===== config.mk =====
export PLATFORM = sky130hd
export DESIGN_NAME = csmv_div
export DESIGN_NICKNAME = d
export VERILOG_FILES = /design/src/csmv_pkg.sv /design/src/csmv_div_cell.sv /design/src/csmv_div.sv
export SDC_FILE = /design/constraint.sdc
export NUM_CORES = 2
export LEC_CHECK = 0
export BUFFER_PORTS_ARGS = -buffer_cell sky130_fd_sc_hd__clkbuf_2
export CORE_MARGIN = 1
export CORE_UTILIZATION = 45
export DETAILED_ROUTE_END_ITERATION = 12
export SLEW_MARGIN = 20
export SYNTH_ARGS = -nofsm -noshare
export SYNTH_HDL_FRONTEND = slang
export SYNTH_SLANG_ARGS = --single-unit

===== constraint.sdc =====
create_clock -name clk -period 7.5 [get_ports clk]
set_input_delay 0.375 -clock clk [delete_from_list [all_inputs] [get_ports clk]]
set_output_delay 0.375 -clock clk [all_outputs]
set_load 0.01 [all_outputs]

===== src/csmv_pkg.sv =====
// csmv_pkg: shared widths, constants and float helper functions for the motion vector block
// no dependencies; imported by every module under src
`default_nettype none

package csmv_pkg;

  localparam int MANT_W = 24;
  localparam int REM_W  = 25;
  localparam int QUO_W  = 26;
  localparam int EXP_W  = 11;
  localparam int NRM_W  = 27;

  localparam logic [31:0] HALF_BITS = 32'h3F000000;
  localparam logic [7:0]  EXP_MAX   = 8'hFF;

  function automatic logic is_finite(input logic [31:0] f);
    return f[30:23] != EXP_MAX;
  endfunction

  // leading zeros of a 27-bit word, 27 when empty
  function automatic logic [4:0] lzc27(input logic [NRM_W-1:0] v);
    logic [4:0] n;
    logic       hit;
    n   = 5'd27;
    hit = 1'b0;
    for (int i = NRM_W - 1; i >= 0; i--) begin
      if (!hit && v[i]) begin
        n   = 5'(NRM_W - 1 - i);
        hit = 1'b1;
      end
    end
    return n;
  endfunction

  // n holds 24 mantissa bits, guard and sticky; e is the biased exponent of n[25]
  function automatic logic [31:0] round_pack(input logic sgn, input logic signed [EXP_W-1:0] e,
                                             input logic [QUO_W-1:0] n);
    logic [QUO_W-1:0]        ns;
    logic [QUO_W-1:0]        lost;
    logic [4:0]              sh;
    logic signed [EXP_W-1:0] shs;
    logic [7:0]              ef;
    logic                    rnd;
    logic [30:0]             mag;
    ns   = n;
    lost = '0;
    ef   = e[7:0];
    shs  = 11'sd1 - e;
    sh   = '0;
    if (e <= 11'sd0) begin
      sh   = (shs > 11'sd26) ? 5'd26 : shs[4:0];
      lost = n & ~({QUO_W{1'b1}} << sh);
      ns   = (n >> sh) | {{(QUO_W-1){1'b0}}, |lost};
      ef   = 8'd0;
    end
    if (!ns[QUO_W-1]) ef = 8'd0;
    rnd = ns[1] & (ns[0] | ns[2]);
    mag = {ef, ns[24:2]} + {30'd0, rnd};
    if (e >= 11'sd255) mag = {EXP_MAX, 23'd0};
    return {sgn, mag};
  endfunction

  // multiply by one half with a single rounding
  function automatic logic [31:0] half_bits(input logic [31:0] f);
    logic [30:0] mag;
    if (f[30:23] >= 8'd2) mag = {f[30:23] - 8'd1, f[22:0]};
    else mag = {1'b0, f[30:1]} + {30'd0, f[0] & f[1]};
    return {f[31], mag};
  endfunction

endpackage

`default_nettype wire


===== src/csmv_div_cell.sv =====
// csmv_div_cell: one restoring division step, one quotient bit per cell, registered
// depends on csmv_pkg
`default_nettype none

module csmv_div_cell
  import csmv_pkg::*;
#(
  parameter int SW = 13
) (
  input  logic              clk,
  input  logic              rst,
  input  logic              en,
  input  logic [REM_W-1:0]  rem,
  input  logic [MANT_W-1:0] dvs,
  input  logic [QUO_W-1:0]  quo,
  input  logic [SW-1:0]     side,
  output logic [REM_W-1:0]  fwd_rem,
  output logic [MANT_W-1:0] fwd_dvs,
  output logic [QUO_W-1:0]  fwd_quo,
  output logic [SW-1:0]     fwd_side
);

  logic             take;
  logic [REM_W-1:0] diff;

  always_comb begin
    take = rem >= {1'b0, dvs};
    diff = take ? rem - {1'b0, dvs} : rem;
  end

  always_ff @(posedge clk) begin
    if (rst) begin
      fwd_side <= '0;
    end else if (en) begin
      fwd_side <= side;
    end
    if (en) begin
      fwd_rem <= {diff[REM_W-2:0], 1'b0};
      fwd_dvs <= dvs;
      fwd_quo <= {quo[QUO_W-2:0], take};
    end
  end

endmodule

`default_nettype wire


===== src/csmv_div.sv =====
// csmv_div: pipelined single precision divide, operand prep, a chain of division cells, rounding
// depends on csmv_pkg and csmv_div_cell
`default_nettype none

module csmv_div
  import csmv_pkg::*;
#(
  parameter int TW = 2
) (
  input  logic          clk,
  input  logic          rst,
  input  logic          en,
  input  logic [31:0]   num,
  input  logic [31:0]   den,
  input  logic [TW-1:0] tag,
  output logic [31:0]   quot,
  output logic [TW-1:0] quot_tag
);

  localparam int SW = 1 + EXP_W + TW;

  logic [MANT_W-1:0]       num_man;
  logic [MANT_W-1:0]       den_man;
  logic [4:0]              lz_n;
  logic [4:0]              lz_d;
  logic signed [EXP_W-1:0] exp_n;
  logic signed [EXP_W-1:0] exp_d;

  logic [REM_W-1:0]  p_rem;
  logic [MANT_W-1:0] p_dvs;
  logic [SW-1:0]     p_side;

  logic [REM_W-1:0]  c_rem  [QUO_W+1];
  logic [MANT_W-1:0] c_dvs  [QUO_W+1];
  logic [QUO_W-1:0]  c_quo  [QUO_W+1];
  logic [SW-1:0]     c_side [QUO_W+1];

  always_comb begin
    num_man = {num[30:23] != 8'd0, num[22:0]};
    den_man = {den[30:23] != 8'd0, den[22:0]};
    lz_n    = lzc27({num_man, 3'b111});
    lz_d    = lzc27({den_man, 3'b111});
    exp_n   = $signed({3'b000, (num[30:23] == 8'd0) ? 8'd1 : num[30:23]});
    exp_d   = $signed({3'b000, (den[30:23] == 8'd0) ? 8'd1 : den[30:23]});
  end

  // operand prep: normalise subnormals
  always_ff @(posedge clk) begin
    if (rst) begin
      p_side <= '0;
    end else if (en) begin
      p_side <= {num[31] ^ den[31],
                 exp_n - $signed({6'd0, lz_n}) - exp_d + $signed({6'd0, lz_d}), tag};
    end
    if (en) begin
      p_rem <= {1'b0, num_man << lz_n};
      p_dvs <= den_man << lz_d;
    end
  end

  assign c_rem[0]  = p_rem;
  assign c_dvs[0]  = p_dvs;
  assign c_side[0] = p_side;
  assign c_quo[0]  = '0;

  for (genvar k = 0; k < QUO_W; k++) begin : g_cell
    csmv_div_cell #(.SW(SW)) u_cell (
      .clk      (clk),
      .rst      (rst),
      .en       (en),
      .rem      (c_rem[k]),
      .dvs      (c_dvs[k]),
      .quo      (c_quo[k]),
      .side     (c_side[k]),
      .fwd_rem  (c_rem[k+1]),
      .fwd_dvs  (c_dvs[k+1]),
      .fwd_quo  (c_quo[k+1]),
      .fwd_side (c_side[k+1])
    );
  end

  logic [QUO_W-1:0]        q;
  logic                    st;
  logic signed [EXP_W-1:0] e_q;
  logic signed [EXP_W-1:0] e_r;
  logic [QUO_W-1:0]        n_r;

  always_comb begin
    q   = c_quo[QUO_W];
    st  = |c_rem[QUO_W];
    e_q = $signed(c_side[QUO_W][SW-2:TW]);
    if (q[QUO_W-1]) begin
      n_r = {q[25:2], q[1], q[0] | st};
      e_r = e_q + 11'sd127;
    end else begin
      n_r = {q[24:1], q[0], st};
      e_r = e_q + 11'sd126;
    end
  end

  always_ff @(posedge clk) begin
    if (rst) begin
      quot_tag <= '0;
    end else if (en) begin
      quot_tag <= c_side[QUO_W][TW-1:0];
    end
    if (en) begin
      quot <= round_pack(c_side[QUO_W][SW-1], e_r, n_r);
    end
  end

endmodule

`default_nettype wire


==> flow_summary.toml <==
[clocking]
clockBufferDepth = 3
clock-sinks = 2035
cts_tree = "yes"
cts_made_buffers = 222
cts_setup_buffers = 0
htree_levels = 4
clk_pin_slew_worst_paths_ps = 60
root_buffer = "clkbuf_16"
clock_latency_ps = 850

[synth]
synthTopCellsByArea = "edfxtp_1 47%, ha_1 7.6%, dfxtp_1 7.1%, mux2i_1 4.7%, nor2_1 3.9%"
seq_area_frac_synth_pct = 53.8
synth.cell_area_um2 = 107000
synth_flop_cell = "edfxtp_1"
syn_inst = 9650
async_flop_share_pct = 0
syn_area_per_cell_um2 = 11.0
yosysWarningCount = 0
ys_types = 111
synth_edf_count = 1655
ys_seq_elements = 2035
synth_largest_area_cell = "edfxtp_1"
syn_nets = 10400
synth_top_area_share_pct = 46.6

[setup_path]
worst_path_most_repeated_cell = "buf_4"
endpoint_kind = "flip-flop"
worst-path-buf-inv = 4
cp.required_ps = 8090
cp_max_fo = 22
slowest_delay_ps = 720
rrSetupSlack_ps = 760
critical_path.top_delay_family = "simple AND/OR/NAND/NOR gates"
worstSetupStartpointType = "flip-flop"
cp_cell_sequence = "inv_1, ha_1, nand3_1, and2_0, a32o_1, nand2_1, or4_1, and2_1, buf_4, a21oi_2, buf_4, o22ai_1, a32oi_1, a21oi_1, a2111oi_2, nor2b_1, ha_1, o21ai_0, nor4_4, nor2b_1, buf_4, nand3b_1, a31o_1"
slowest_stage = "or4_1"
crit_type = "reg -> reg"
worstPathArrival_ps = 7330

[place]
port_buffers = 102
dp.cells = 12800
hpwlAfterDp_um = 191000
gp_congestion = 0.877

[floorplan]
ios = 103
die_area_um2 = 239000
core_area_um2 = 235000
rows = 178
dieHeight_um = 489
initial_core_util_pct = 45.3
die_w_um = 489

[timing]
fin_setup_tns_ps = 0
min_period_ps = 6740
worst_slew_margin_rel_pct = 26.6
worst_pin_slew_ps = 1100
finalHoldViolCount = 0
drv_slew = 0
fin_crit_sh_pct = 89.8
finalClockSkew_ps = 49.0
rsz0062_at_grt = "no"
max_clock_freq_mhz = 148
finalSetupViolCount = 0

[worst_hold_path]
hold_path.class = "in -> reg"

[pwr]
ir_drop_v = 0.000210
p_leak_nw = 48.8
powerDensity_nw_per_um2 = 383

[route]
wl_per_cell_um = 19.5
routed_via_density = 5.42
drt-pass1-iter-count = 6
remaining_drc_errors = 0
ant_nets = 0
vias = 71500
drt-initial-drc-count = 4934
routed_wl_um = 258000

[global_routing]
grt_pass1_wl_um = 400000
antenna_found_initial = 6
grt_max_degree = 233
grtUsageTotal_pct = 21.4
grt_pass1_vias = 70400
overflow = 0

[final_layout]
area_growth_pct = 11.5
drive_above_1_share_pct = 9.38
instances_no_fill = 13200
nNetsFinal = 10600

[flow_run]
cap_violations = 0

[outcome]
status = "completed"
==> final cells by class <==
type | count | area, um2
clock buffers | 285 | 6010
clock inverters | 133 | 1480
flip-flops and latches | 2035 | 57300
well taps | 3150 | 3940
inverters | 984 | 3690
multi-input cells | 6363 | 44600
repair buffers | 234 | 1680
diodes | 3 | 7.51
fillers | 20900 | 117000
==> worst register-to-register path, stage by stage (launching register included) <==
cell	delay (ps)
dfxtp_1	520
inv_1	120
ha_1	200
nand3_1	190
and2_0	440
a32o_1	250
nand2_1	190
or4_1	720
and2_1	350
buf_4	230
a21oi_2	170
buf_4	330
o22ai_1	150
a32oi_1	330
a21oi_1	140
a2111oi_2	550
nor2b_1	230
ha_1	200
o21ai_0	150
nor4_4	360
nor2b_1	200
buf_4	180
nand3b_1	90
a31o_1	220
==> final timing paths <==
path                                       from                        endpoint  cells after the start
setup / recovery  g_cell[25].u_cell.fwd_side[4]                        quot[26]                     23
setup reg to reg  g_cell[25].u_cell.fwd_side[4]                        quot[26]                     23
hold reg to reg     g_cell[8].u_cell.fwd_quo[0]     g_cell[9].u_cell.fwd_quo[1]                      0
hold / removal                               en  g_cell[24].u_cell.fwd_side[11]                      3
==> state kept, by name, indices dropped and copies added, names as in the netlist, 14 cells and up <==
| signal | count |
|---|---|
| g_cell.u_cell.fwd_dvs | 600 |
| g_cell.u_cell.fwd_quo | 351 |
| g_cell.u_cell.fwd_rem | 624 |
| g_cell.u_cell.fwd_side | 364 |
| p_dvs | 24 |
| p_rem | 24 |
| p_side | 14 |
| quot | 32 |
==> Yosys cell counts (184+ instances only) <==
master	number
mux2_2	230
a21oi_1	738
clkbuf_1	184
ha_1	648
nor2_1	1116
inv_1	981
o21ai_0	428
nand2_1	420
dfxtp_1	380
xnor2_1	324
mux2i_1	500
edfxtp_1	1655
==> where the power goes <==
group | internal [mW] | switching (mW)
combinational | 7.55 | 9.87
sequential | 15.6 | 1.38
clock | 6.48 | 4.57
total | 29.6 | 15.8
==> logic make-up after synthesis <==
family	after synthesis	synth area share, %
and+or+nand+nor	2494	10.9
xor gates and xnor gates	456	3.75
DFF	2035	53.8
buffers and inverters	1252	4.50
AOI/OAI and AO/OA	2003	11.8
muxes	730	7.13
adders and majority gates	680	8.21
==> timing repair <==
item | CTS | global route
resized for setup | 0 | 0
hold buffers | 11 | 0
hold endpoints to repair | 55 | 0
==> layer usage <==
| metal | global-route usage, % | vias up | routed length [um] |
|---|---|---|---|
| met5 | 0 | - | 0 |
| met4 | 6.37 | 0 | 7080 |
| li1 | - | 35200 | - |
| met1 | 27.4 | 34600 | 114000 |
| met3 | 2.42 | 371 | 8260 |
| met2 | 37.7 | 1260 | 129000 |
==> layout by cell type, fill, tap and decap left out, types with 50 or more instances in the layout <==
| cell | count |
|---|---|
| o31ai_1 | 50 |
| nand4_1 | 102 |
| nand2b_1 | 129 |
| xor2_1 | 131 |
| a21boi_0 | 82 |
| a21oi_1 | 738 |
| a21o_1 | 171 |
| nor3_1 | 133 |
| mux2i_1 | 494 |
| inv_1 | 981 |
| nor2_1 | 1109 |
| xnor2_1 | 323 |
| nor4_1 | 70 |
| ha_1 | 648 |
| o21ai_0 | 427 |
| nand2_1 | 419 |
| o21a_1 | 64 |
| mux2_2 | 230 |
| nand3_1 | 160 |
| nor2b_1 | 93 |
| dfxtp_1 | 380 |
| and3_1 | 84 |
| edfxtp_1 | 1655 |
| clkbuf_2 | 100 |
| clkbuf_16 | 225 |
| a211oi_1 | 62 |
| buf_4 | 111 |
==> stage by stage <==
step | hold WS [ps] | instance area, um2 | total power, mW | setup slack, ps | util [%]
2_1_floorplan | 400 | 107000 | 29.8 | 845 | -
3_3_place_gp | 402 | 111000 | 34.1 | 914 | 47.2
3_5_place_dp | 405 | 111000 | 34.5 | 774 | 47.2
4_1_cts | 9.06 | 119000 | 45.8 | 791 | 50.4
5_1_grt | 66.7 | 119000 | 48.3 | 287 | 50.4
6_report | 80.6 | 119000 | 45.5 | 763 | 50.4
(Power assumes the default switching activity.)
