## src/csmv_pkg.sv

```systemverilog
// csmv_pkg: shared widths, constants and float helper functions for the motion vector block
// no dependencies; imported by every module under src
`default_nettype none

package csmv_pkg;

  localparam int MANT_W = 24;
  localparam int REM_W  = 25;
  localparam int QUO_W  = 26;
  localparam int EXP_W  = 11;
  localparam int NRM_W  = 27;

  localparam logic [31:0] HALF_BITS = 32'h3F000000;
  localparam logic [7:0]  EXP_MAX   = 8'hFF;

  function automatic logic is_finite(input logic [31:0] f);
    return f[30:23] != EXP_MAX;
  endfunction

  // leading zeros of a 27-bit word, 27 when empty
  function automatic logic [4:0] lzc27(input logic [NRM_W-1:0] v);
    logic [4:0] n;
    logic       hit;
    n   = 5'd27;
    hit = 1'b0;
    for (int i = NRM_W - 1; i >= 0; i--) begin
      if (!hit && v[i]) begin
        n   = 5'(NRM_W - 1 - i);
        hit = 1'b1;
      end
    end
    return n;
  endfunction

  // n holds 24 mantissa bits, guard and sticky; e is the biased exponent of n[25]
  function automatic logic [31:0] round_pack(input logic sgn, input logic signed [EXP_W-1:0] e,
                                             input logic [QUO_W-1:0] n);
    logic [QUO_W-1:0]        ns;
    logic [QUO_W-1:0]        lost;
    logic [4:0]              sh;
    logic signed [EXP_W-1:0] shs;
    logic [7:0]              ef;
    logic                    rnd;
    logic [30:0]             mag;
    ns   = n;
    lost = '0;
    ef   = e[7:0];
    shs  = 11'sd1 - e;
    sh   = '0;
    if (e <= 11'sd0) begin
      sh   = (shs > 11'sd26) ? 5'd26 : shs[4:0];
      lost = n & ~({QUO_W{1'b1}} << sh);
      ns   = (n >> sh) | {{(QUO_W-1){1'b0}}, |lost};
      ef   = 8'd0;
    end
    if (!ns[QUO_W-1]) ef = 8'd0;
    rnd = ns[1] & (ns[0] | ns[2]);
    mag = {ef, ns[24:2]} + {30'd0, rnd};
    if (e >= 11'sd255) mag = {EXP_MAX, 23'd0};
    return {sgn, mag};
  endfunction

  // multiply by one half with a single rounding
  function automatic logic [31:0] half_bits(input logic [31:0] f);
    logic [30:0] mag;
    if (f[30:23] >= 8'd2) mag = {f[30:23] - 8'd1, f[22:0]};
    else mag = {1'b0, f[30:1]} + {30'd0, f[0] & f[1]};
    return {f[31], mag};
  endfunction

endpackage

`default_nettype wire

```

## src/csmv_fadd.sv

```systemverilog
// csmv_fadd: four stage single precision adder for finite operands, round to nearest even
// depends on csmv_pkg
`default_nettype none

module csmv_fadd
  import csmv_pkg::*;
#(
  parameter int TW = 2
) (
  input  logic          clk,
  input  logic          rst,
  input  logic          en,
  input  logic [31:0]   a,
  input  logic [31:0]   b,
  input  logic [TW-1:0] tag,
  output logic [31:0]   sum,
  output logic [TW-1:0] sum_tag
);

  // swap and exponent difference
  logic        a_big;
  logic [31:0] big;
  logic [31:0] sml;
  logic [7:0]  be;
  logic [7:0]  se;

  always_comb begin
    a_big = a[30:0] >= b[30:0];
    big   = a_big ? a : b;
    sml   = a_big ? b : a;
    be    = (big[30:23] == 8'd0) ? 8'd1 : big[30:23];
    se    = (sml[30:23] == 8'd0) ? 8'd1 : sml[30:23];
  end

  logic              s1_sign;
  logic              s1_sub;
  logic [7:0]        s1_exp;
  logic [7:0]        s1_diff;
  logic [MANT_W-1:0] s1_mb;
  logic [MANT_W-1:0] s1_ms;
  logic              s1_zero2;
  logic              s1_zsign;
  logic [TW-1:0]     s1_tag;

  always_ff @(posedge clk) begin
    if (rst) begin
      s1_tag <= '0;
    end else if (en) begin
      s1_tag <= tag;
    end
    if (en) begin
      s1_sign  <= big[31];
      s1_sub   <= a[31] ^ b[31];
      s1_exp   <= be;
      s1_diff  <= be - se;
      s1_mb    <= {big[30:23] != 8'd0, big[22:0]};
      s1_ms    <= {sml[30:23] != 8'd0, sml[22:0]};
      s1_zero2 <= (a[30:0] == 31'd0) && (b[30:0] == 31'd0);
      s1_zsign <= a[31] & b[31];
    end
  end

  // align and add
  logic [NRM_W-1:0] al_a;
  logic [NRM_W-1:0] al_b0;
  logic [NRM_W-1:0] al_b;
  logic [NRM_W:0]   raw;

  always_comb begin
    al_a  = {s1_mb, 3'b000};
    al_b0 = {s1_ms, 3'b000};
    if (s1_diff >= 8'd27) begin
      al_b = {{(NRM_W-1){1'b0}}, |s1_ms};
    end else begin
      al_b = (al_b0 >> s1_diff[4:0]) |
             {{(NRM_W-1){1'b0}}, |(al_b0 & ~({NRM_W{1'b1}} << s1_diff[4:0]))};
    end
    raw = s1_sub ? {1'b0, al_a} - {1'b0, al_b} : {1'b0, al_a} + {1'b0, al_b};
  end

  logic [NRM_W:0] s2_sum;
  logic [7:0]     s2_exp;
  logic           s2_sign;
  logic           s2_zero2;
  logic           s2_zsign;
  logic [TW-1:0]  s2_tag;

  always_ff @(posedge clk) begin
    if (rst) begin
      s2_tag <= '0;
    end else if (en) begin
      s2_tag <= s1_tag;
    end
    if (en) begin
      s2_sum   <= raw;
      s2_exp   <= s1_exp;
      s2_sign  <= s1_sign;
      s2_zero2 <= s1_zero2;
      s2_zsign <= s1_zsign;
    end
  end

  // normalise
  logic [4:0]       lz;
  logic [7:0]       lim;
  logic [4:0]       sh;
  logic [NRM_W-1:0] nrm;
  logic [8:0]       e_n;

  always_comb begin
    lz  = lzc27(s2_sum[NRM_W-1:0]);
    lim = s2_exp - 8'd1;
    sh  = lz;
    if (s2_sum[NRM_W]) begin
      nrm = {s2_sum[NRM_W:2], s2_sum[1] | s2_sum[0]};
      e_n = {1'b0, s2_exp} + 9'd1;
    end else begin
      if ({3'b000, lz} > lim) sh = lim[4:0];
      nrm = s2_sum[NRM_W-1:0] << sh;
      e_n = {1'b0, s2_exp} - {4'd0, sh};
    end
  end

  logic [NRM_W-1:0] s3_nrm;
  logic [8:0]       s3_exp;
  logic             s3_sign;
  logic             s3_zero;
  logic             s3_zero2;
  logic             s3_zsign;
  logic [TW-1:0]    s3_tag;

  always_ff @(posedge clk) begin
    if (rst) begin
      s3_tag <= '0;
    end else if (en) begin
      s3_tag <= s2_tag;
    end
    if (en) begin
      s3_nrm   <= nrm;
      s3_exp   <= e_n;
      s3_sign  <= s2_sign;
      s3_zero  <= s2_sum == '0;
      s3_zero2 <= s2_zero2;
      s3_zsign <= s2_zsign;
    end
  end

  // round and pack
  logic [31:0] res;

  always_comb begin
    if (s3_zero) begin
      res = {s3_zero2 & s3_zsign, 31'd0};
    end else begin
      res = round_pack(s3_sign, $signed({2'b00, s3_exp}),
                       {s3_nrm[26:3], s3_nrm[2], |s3_nrm[1:0]});
    end
  end

  always_ff @(posedge clk) begin
    if (rst) begin
      sum_tag <= '0;
    end else if (en) begin
      sum_tag <= s3_tag;
    end
    if (en) begin
      sum <= res;
    end
  end

endmodule

`default_nettype wire

```

## config.mk

```make
export PLATFORM = sky130hd
export DESIGN_NAME = csmv_fadd
export DESIGN_NICKNAME = d
export VERILOG_FILES = /design/src/csmv_pkg.sv /design/src/csmv_fadd.sv
export SDC_FILE = /design/constraint.sdc
export NUM_CORES = 1
export LEC_CHECK = 0
export BUFFER_PORTS_ARGS = -buffer_cell sky130_fd_sc_hd__buf_4
export CAP_MARGIN = 20
export CORE_UTILIZATION = 48
export CTS_CLUSTER_SIZE = 30
export DETAILED_ROUTE_END_ITERATION = 16
export HOLD_SLACK_MARGIN = 0.03
export PLACE_DENSITY_LB_ADDON = 0.15
export SLEW_MARGIN = 20
export SYNTH_ARGS = -nofsm -noshare
export SYNTH_HDL_FRONTEND = slang
export SYNTH_SLANG_ARGS = --single-unit
```

## constraint.sdc

```tcl
create_clock -name clk -period 7.4 [get_ports clk]
set_clock_uncertainty 0.1 [all_clocks]
set_input_delay 0.74 -clock clk [delete_from_list [all_inputs] [get_ports clk]]
set_output_delay 0.74 -clock clk [all_outputs]
set_load 0.03 [all_outputs]
```

==> impl_metrics.toml, run 1 <==
[synthesis]
syn-mean-instance-area_um2 = 9.070
ys_ff_latch = 187
syn-num-nets = 2075
synth_cell_types = 96
synthesis.yosys.warnings = 0
synth.area.top_cells = "edfxtp_1, ha_1, mux2i_1"
synth.cell_area_um2 = 17190
syn_inst = 1895
netlist.area_leader.share = 0.3127
synth_edf_count = 179
yosysTopAreaCell = "edfxtp_1"
async_flop_share = 0
ys.flop_type = "edfxtp_1"
yosysSeqAreaShare = 0.3220

[final_layout]
mostFrequentLayoutCells = "edfxtp_1, nor2_1, nand2_1"
mostFrequentLayoutCell = "edfxtp_1"
multi_input_area_um2 = 10830
fillers = 3209
layout-drive-gt1-share = 0.1504
layout.nets = 2129
seqCellArea_um2 = 5535
area_delta_synth_final_pct = 10.59
final_util = 0.5449
fin_area_um2 = 19010

[timing]
slew_headroom = 0.2554
period_needed_ns = 6.429
setup_viol = 0
final.setup.tns_ns = 0
worst-slew-pin-transition_ns = 1.117
final_max_slew_viol_count = 0
finalHoldViolations = 0
whs_ns = 0.3174
period_share = 0.8688
rsz0062_at_grt = "no"
fmax_mhz = 155.5

[clock_tree]
cts.sinks = 187
cts_root_buf = "clkbuf_16"
clk_pin_slew_ns = 0.08
cts_tree = "done"
cts.repair.resized = 0
postCtsSetupBuffers = 0
hold_buffers = 0
clkLatencyLatePin_ns = 0.47
cts_buffer_depth = 2
htree_levels = 4
numCtsBuffers = 17

[power_and_ir_drop]
leakage_nw = 7.750
total_power_w = 0.005382
ir_drop_v = 0.0001885
pwr_density_cell_nw_per_um2 = 283.1

[die]
ioPinCount = 103
fp.dieW_um = 191.2
initial_utilization = 0.4927
core.rowCount = 68
die_area_um2 = 36570
core_area_um2 = 34880
dieHeight_um = 191.2

[outcome]
status = "finished clean"

[setup_path]
cp.arrival_ns = 6.55
critical_path_required_ns = 7.52
slowest_delay_ns = 0.49
crit_fanout = 13
critPathSlowestCell = "edfxtp_1"
crit_path_end_kind = "flip-flop"
path_cells = "nor4_1, nand3_1, or2_2, o21ai_0, inv_1, ha_1, nor2b_1, o21a_1, o21a_1, o21a_1, o211ai_1, buf_4, mux2i_2, inv_1, and3_1, ha_1, nor2b_1, ha_1, inv_1, o21bai_1, a21oi_1, o21bai_1, a21oi_1, xnor2_1"
cp-start-kind = "flip-flop"
crit_type = "reg -> reg"

[placement]
port_buffers = 102
place.gp.congestion = 1.029
place_area_um2 = 18400
dp_hpwl_mm = 42.63

[route]
ant_nets = 0
drt-total-wl_mm = 54.35
drc = 0
via_per_inst = 6.355
routedWlPerCell_um = 22.48
drt_iter0_markers = 1447
num_vias = 15367
drt-pass1-iter-count = 6

[worst_hold_path]
min_path_type = "reg -> reg"

[global_routing]
first_global_vias = 14804
antenna_found_initial = 1
grt_pass1_wl_mm = 84.42
grt_use_total = 0.3007
grt_overflow = 0
grt_max_degree = 71

[flow_run]
maxCapViolations = 0
area by class of cell:
class / count / area share
multi-input cells: 1489 / 0.5696
flip-flops and latches: 187 / 0.2912
repair buffers: 138 / 0.05523
well taps: 455 / 0.02995
inverters: 116 / 0.02291
clock buffers: 17 / 0.02238
clock inverters: 14 / 0.008426
diodes: 2 / 0.0002633
metrics by stage:
| stage | setup slack [ns] | cells |
|---|---|---|
| 2_1_floorplan | 1.556 | 1895 |
| 3_5_place_dp | 1.060 | 2384 |
| 3_3_place_gp | 1.119 | 2384 |
| 6_report | 0.9705 | 2418 |
| 5_1_grt | 0.4272 | 2416 |
| 4_1_cts | 1.027 | 2415 |
flip-flops by register name, summed over array words and instances, names as in the netlist, 8 cells and up:
signal and count:
sum 32, s2_sum 28, s3_nrm 27, s1_mb 24
s1_ms 24, s3_exp 9, s1_diff 8, s1_exp 8
s2_exp 8
kinds of logic (layout without fill, tap and decap cells):
family                   after synthesis  in the layout  share of synthesized area
XOR/XNOR                              72             72                    0.03669
buffers and inverters                219            285                    0.05234
AND/OR/NAND/NOR                      583            583                     0.1656
AO/OA/AOI/OAI                        523            523                     0.2062
flip-flops                           187            187                     0.3221
adder cells (fa/ha/maj)              111            111                    0.08211
multiplexers                         200            200                     0.1350
other                                  0              2                          0
path summary, 6_finish.rpt:
kind	startpoint	end	slack [ns]	cells after the start
setup / recovery	s2_sum[18]	s3_exp[8]	0.97	24
hold / removal	s1_exp[5]	s2_exp[5]	0.32	0
setup reg to reg	s2_sum[18]	s3_exp[8]	0.97	24
hold reg to reg	s1_exp[5]	s2_exp[5]	0.32	0
where the power goes:
group	leakage (nW)	switching [W]	internal [W]
logic	5.64	0.00168	0.00106
registers	1.83	0.000297	0.00142
clock network	0.281	0.000457	0.000476
total	7.75	0.00243	0.00295
worst max-delay path: cells and delay by family, from the launching register on:
kind	cells	cell delay [ns]
flip-flops	1	0.49
multiplexers	1	0.49
XOR/XNOR	1	0.08
buffers and inverters	4	0.82
adder cells (fa/ha/maj)	3	0.93
AO/OA/AOI/OAI	9	1.69
AND/OR/NAND/NOR	6	1.58
routing by layer:
layer,wire (um),vias to the layer above,GRT usage
li1,-,7227,-
met5,0,-,0
met2,25360,686,0.5001
met1,22730,7302,0.3728
met4,2819,0,0.1523
met3,3435,152,0.05379
cell usage after synthesis, types with 11 or more instances:
master / number
edfxtp_1: 179
nor2_1: 164
nand2_1: 157
o21ai_0: 134
mux2i_1: 122
a21oi_1: 119
inv_1: 113
ha_1: 108
clkbuf_1: 66
mux2_2: 59
xnor2_1: 54
nor3_1: 44
a21o_1: 32
nand2b_1: 28
nand3_1: 26
nor2b_1: 26
nor4_1: 26
a22oi_1: 18
a31oi_1: 18
nand4_1: 18
xor2_1: 18
a211oi_1: 17
and3_1: 17
mux4_2: 17
and2_1: 16
buf_1: 15
o21a_1: 15
buf_2: 13
o211ai_1: 13
or2_2: 12
o21bai_1: 11
o22ai_1: 11
Note: power is estimated with default switching activity, not from simulation.
==> inputs of run 2 (changes only) <==
PLACE_DENSITY = 0.76   (was not set)
PLACE_DENSITY_LB_ADDON = not set   (was 0.15)
==> impl_metrics.toml, run 2 (synthesis gave the netlist of run 1 again) <==
[timing]
rsz0062_at_grt = "no"
slew_headroom = 0.3190
period_needed_ns = 6.376
period_share = 0.8616
whs_ns = 0.3201
fmax_mhz = 156.8
final_max_slew_viol_count = 0
finalHoldViolations = 0
setup_viol = 0
final.setup.tns_ns = 0
worst-slew-pin-transition_ns = 1.021

[power_and_ir_drop]
ir_drop_v = 0.0002006
leakage_nw = 7.721
pwr_density_cell_nw_per_um2 = 284.0

[final_layout]
top_regs = "sum (32), s2_sum (28), s3_nrm (27)"
layout-drive-gt1-share = 0.1469
mostFrequentLayoutCells = "edfxtp_1, nor2_1, nand2_1"
layoutNonFillerInstCount = 2409
fillers = 3120
top_register = "sum"
layout.nets = 2121
seqCellArea_um2 = 5535
multi_input_area_um2 = 10840
area_delta_synth_final_pct = 10.34
num_antenna_cells = 0
mostFrequentLayoutCell = "edfxtp_1"
largest_reg_flops = 32

[setup_path]
critPathSlowestCell = "o21ai_0"
crit_family = "compound AO/OA/AOI/OAI gates"
cp.arrival_ns = 6.48
critical_path_required_ns = 7.50
path_buf_inv = 3
cp-start-kind = "flip-flop"
crit_type = "reg -> reg"
crit_fanout = 9
crit_path_end_kind = "flip-flop"
slowest_delay_ns = 0.51

[clock_tree]
postCtsSetupBuffers = 0
cts_root_buf = "clkbuf_16"
clkLatencyLatePin_ns = 0.46
cts.repair.resized = 0
cts_tree = "done"
numCtsBuffers = 17
clk_pin_slew_ns = 0.07
hold_buffers = 0
cts_buffer_depth = 2
cts.sinks = 187
htree_levels = 4

[die]
core.rowCount = 68
die_area_um2 = 36570
initial_utilization = 0.4927
fp.dieW_um = 191.2
core_area_um2 = 34880
ioPinCount = 103
dieHeight_um = 191.2

[global_routing]
grt_overflow = 0
grt_use_total = 0.2948
first_global_vias = 14663
grt_max_degree = 78
antenna_found_initial = 0
grt_pass1_wl_mm = 82.78

[route]
drt-total-wl_mm = 53.41
drc = 0
drt_iter0_markers = 1841
ant_nets = 0
routedWlPerCell_um = 22.17
num_vias = 15508
via_per_inst = 6.438
drt-pass1-iter-count = 6

[placement]
place.gp.congestion = 0.9923
dp_hpwl_mm = 40.79
place_inst = 2377
port_buffers = 102

[outcome]
status = "finished clean"

[worst_hold_path]
min_path_type = "reg -> reg"

[flow_run]
maxCapViolations = 0
-- run 2: power by group --
part	internal [W]	total, W	switching [W]
combinational	0.00105	0.00268	0.00163
clock	0.000514	0.000960	0.000446
sequential	0.00142	0.00175	0.000328
total	0.00298	0.00539	0.00241
-- run 2: final cells by class --
type / count / share of cell area
multi-input combinational: 1489 / 0.5713
clock inverter: 13 / 0.009368
timing repair buffer: 130 / 0.05166
clock buffer: 19 / 0.02283
tap: 455 / 0.03002
inverter: 116 / 0.02296
sequential: 187 / 0.2919
-- run 2: path summary, 6_finish.rpt --
path | startpoint | slack (ns) | end | cells past startpoint
setup / recovery | s2_sum[18] | 1.02 | s3_exp[8] | 25
setup reg to reg | s2_sum[18] | 1.02 | s3_exp[8] | 25
hold reg to reg | s1_exp[0] | 0.32 | s2_exp[0] | 0
hold / removal | s1_exp[0] | 0.32 | s2_exp[0] | 0
-- run 2: worst reg2reg max path: cells and delay by family, from the launching register on --
family / cells / cell delay, ns
compound gates: 10 / 1.88
buf+inv: 3 / 0.64
simple gates: 7 / 1.51
xor+xnor: 1 / 0.08
mux: 1 / 0.25
flops: 1 / 0.50
fa+ha+maj: 3 / 1.17
-- run 2: routing by layer --
metal | wire (um) | global-route usage
met2 | 24870 | 0.4824
met3 | 3998 | 0.04186
met4 | 2552 | 0.1401
met5 | 0 | 0
met1 | 22000 | 0.3824
-- run 2: per-stage QoR --
step | area [um^2] | setup slack [ns] | utilization | power [W]
2_1_floorplan | 17190 | 1.556 | - | 0.003514
3_3_place_gp | 18360 | 1.207 | 0.5262 | 0.004334
3_5_place_dp | 18360 | 1.078 | 0.5262 | 0.004351
4_1_cts | 18970 | 1.038 | 0.5437 | 0.005319
5_1_grt | 18970 | 0.6420 | 0.5437 | 0.005653
6_report | 18970 | 1.024 | 0.5437 | 0.005386
==> inputs of run 3 (changes only) <==
RECOVER_POWER = 100   (was not set)
==> impl_metrics.toml, run 3 (synthesis gave the netlist of run 1 again) <==
[placement]
port_buffers = 102
dp_hpwl_mm = 40.79
place_inst = 2377
place.gp.congestion = 0.9923

[timing]
worst-slew-pin-transition_ns = 3.222
slew_headroom = -1.148
final_max_slew_viol_count = 217
rsz0062_at_grt = "no"
final.setup.tns_ns = 0
period_share = 0.9147
finalHoldViolations = 0
fmax_mhz = 147.7
period_needed_ns = 6.769
setup_viol = 0

[worst_hold_path]
hold_start = "s1_exp[3]"
min_path_type = "reg -> reg"

[final_layout]
fillers = 3163
area_delta_synth_final_pct = 9.107
mostFrequentLayoutCell = "edfxtp_1"
layoutNonFillerInstCount = 2409
layout.nets = 2121
largest_reg_flops = 32
top_register = "sum"
mostFrequentLayoutCells = "edfxtp_1, nor2_1, nand2_1"
top_regs = "sum (32), s2_sum (28), s3_nrm (27)"
layout-drive-gt1-share = 0.1182
num_antenna_cells = 0

[global_routing]
grt_overflow = 0
grt_max_degree = 78
grt_use_total = 0.2948
grt_pass1_wl_mm = 82.78
first_global_vias = 14663
antenna_found_initial = 0

[die]
core_area_um2 = 34880
core.rowCount = 68
fp.dieW_um = 191.2
ioPinCount = 103
initial_utilization = 0.4927
die_area_um2 = 36570
dieHeight_um = 191.2

[outcome]
violations = "capacitance limit, slew limit"
status = "finished, violations left"

[route]
drt-pass1-iter-count = 6
drt_iter0_markers = 1906
ant_nets = 0
via_per_inst = 6.421
drt-total-wl_mm = 53.44
routedWlPerCell_um = 22.18
drc = 0
num_vias = 15467

[clock_tree]
cts_buffer_depth = 2
clkLatencyLatePin_ns = 0.46
cts.sinks = 187
cts_root_buf = "clkbuf_16"
cts.repair.resized = 0
htree_levels = 4
postCtsSetupBuffers = 0
cts_tree = "done"
hold_buffers = 0
clk_pin_slew_ns = 0.07
numCtsBuffers = 17

[power_and_ir_drop]
leakage_nw = 7.560
pwr_density_cell_nw_per_um2 = 285.5
ir_drop_v = 0.0001999

[setup_path]
crit_path_end_kind = "flip-flop"
ff2ff_setup_slack_ns = 0.63
worstReg2RegStart = "s3_exp[2]"
cp.arrival_ns = 6.85
crit_type = "reg -> reg"
critical_path_required_ns = 7.48
cp-start-kind = "flip-flop"
cp-startpoint = "s3_exp[2]"
crit_fanout = 22

[flow_run]
maxCapViolations = 4
run 3: cell count changes in the layout (fill, tap and decap cells not counted), moves of 7 or more:
cell      change
clkbuf_1     +41
mux2_2        -7
mux2_1        +7
buf_4        -43
run 3: where the power goes:
group	internal, W	total (W)	leakage, nW	switching (W)
Clock	0.000514	0.000959	0.294	0.000444
Combinational	0.00102	0.00265	5.43	0.00162
Sequential	0.00142	0.00175	1.83	0.000328
Total	0.00296	0.00535	7.56	0.00240
run 3: routing by layer:
layer	up-vias	part of all wire	track usage
li1	7183	-	-
met1	7322	0.41	0.3824
met2	785	0.46	0.4824
met3	177	0.073	0.04186
met4	0	0.049	0.1401
met5	-	0	0
run 3: metrics by stage:
stage          area [um^2]  hold WS (ns)  power (W)  worst slack, ns  utilization
5_1_grt              18750        0.3250   0.005625           0.3242       0.5376
3_5_place_dp         18360        0.3045   0.004351            1.078       0.5262
4_1_cts              18970        0.3196   0.005319            1.038       0.5437
2_1_floorplan        17190        0.3003   0.003514            1.556            -
6_report             18750        0.3204   0.005355           0.6313       0.5376
3_3_place_gp         18360        0.3029   0.004334            1.207       0.5262
run 3: path summary, 6_finish.rpt:
check              end  depth (start not counted)
max            sum[26]                         16
min reg2reg  s2_exp[3]                          0
max reg2reg    sum[26]                         16
min          s2_exp[3]                          0
run 3: final cells by class:
class / count / area [um^2] / share of cell area
Sequential cell: 187 / 5535 / 0.2952
Tap cell: 455 / 569.3 / 0.03036
Multi-Input combinational cell: 1489 / 10790 / 0.5751
Clock inverter: 13 / 177.7 / 0.009474
Inverter: 116 / 435.4 / 0.02322
Clock buffer: 19 / 432.9 / 0.02309
Timing Repair Buffer: 130 / 817.0 / 0.04357
run 3: critical path: stages (launching register included):
cell      delay, ns
edfxtp_1       0.62
inv_1          0.23
ha_1           0.24
nand2b_1       0.41
o41ai_4        0.42
clkbuf_1       1.03
mux4_1         0.56
o21a_1         0.13
o21ai_0        0.11
a311oi_1       0.46
or2_2          0.20
ha_1           0.21
o211ai_1       0.19
nor3_1         1.07
nand3_1        0.20
xnor2_1        0.21
a21oi_1        0.08
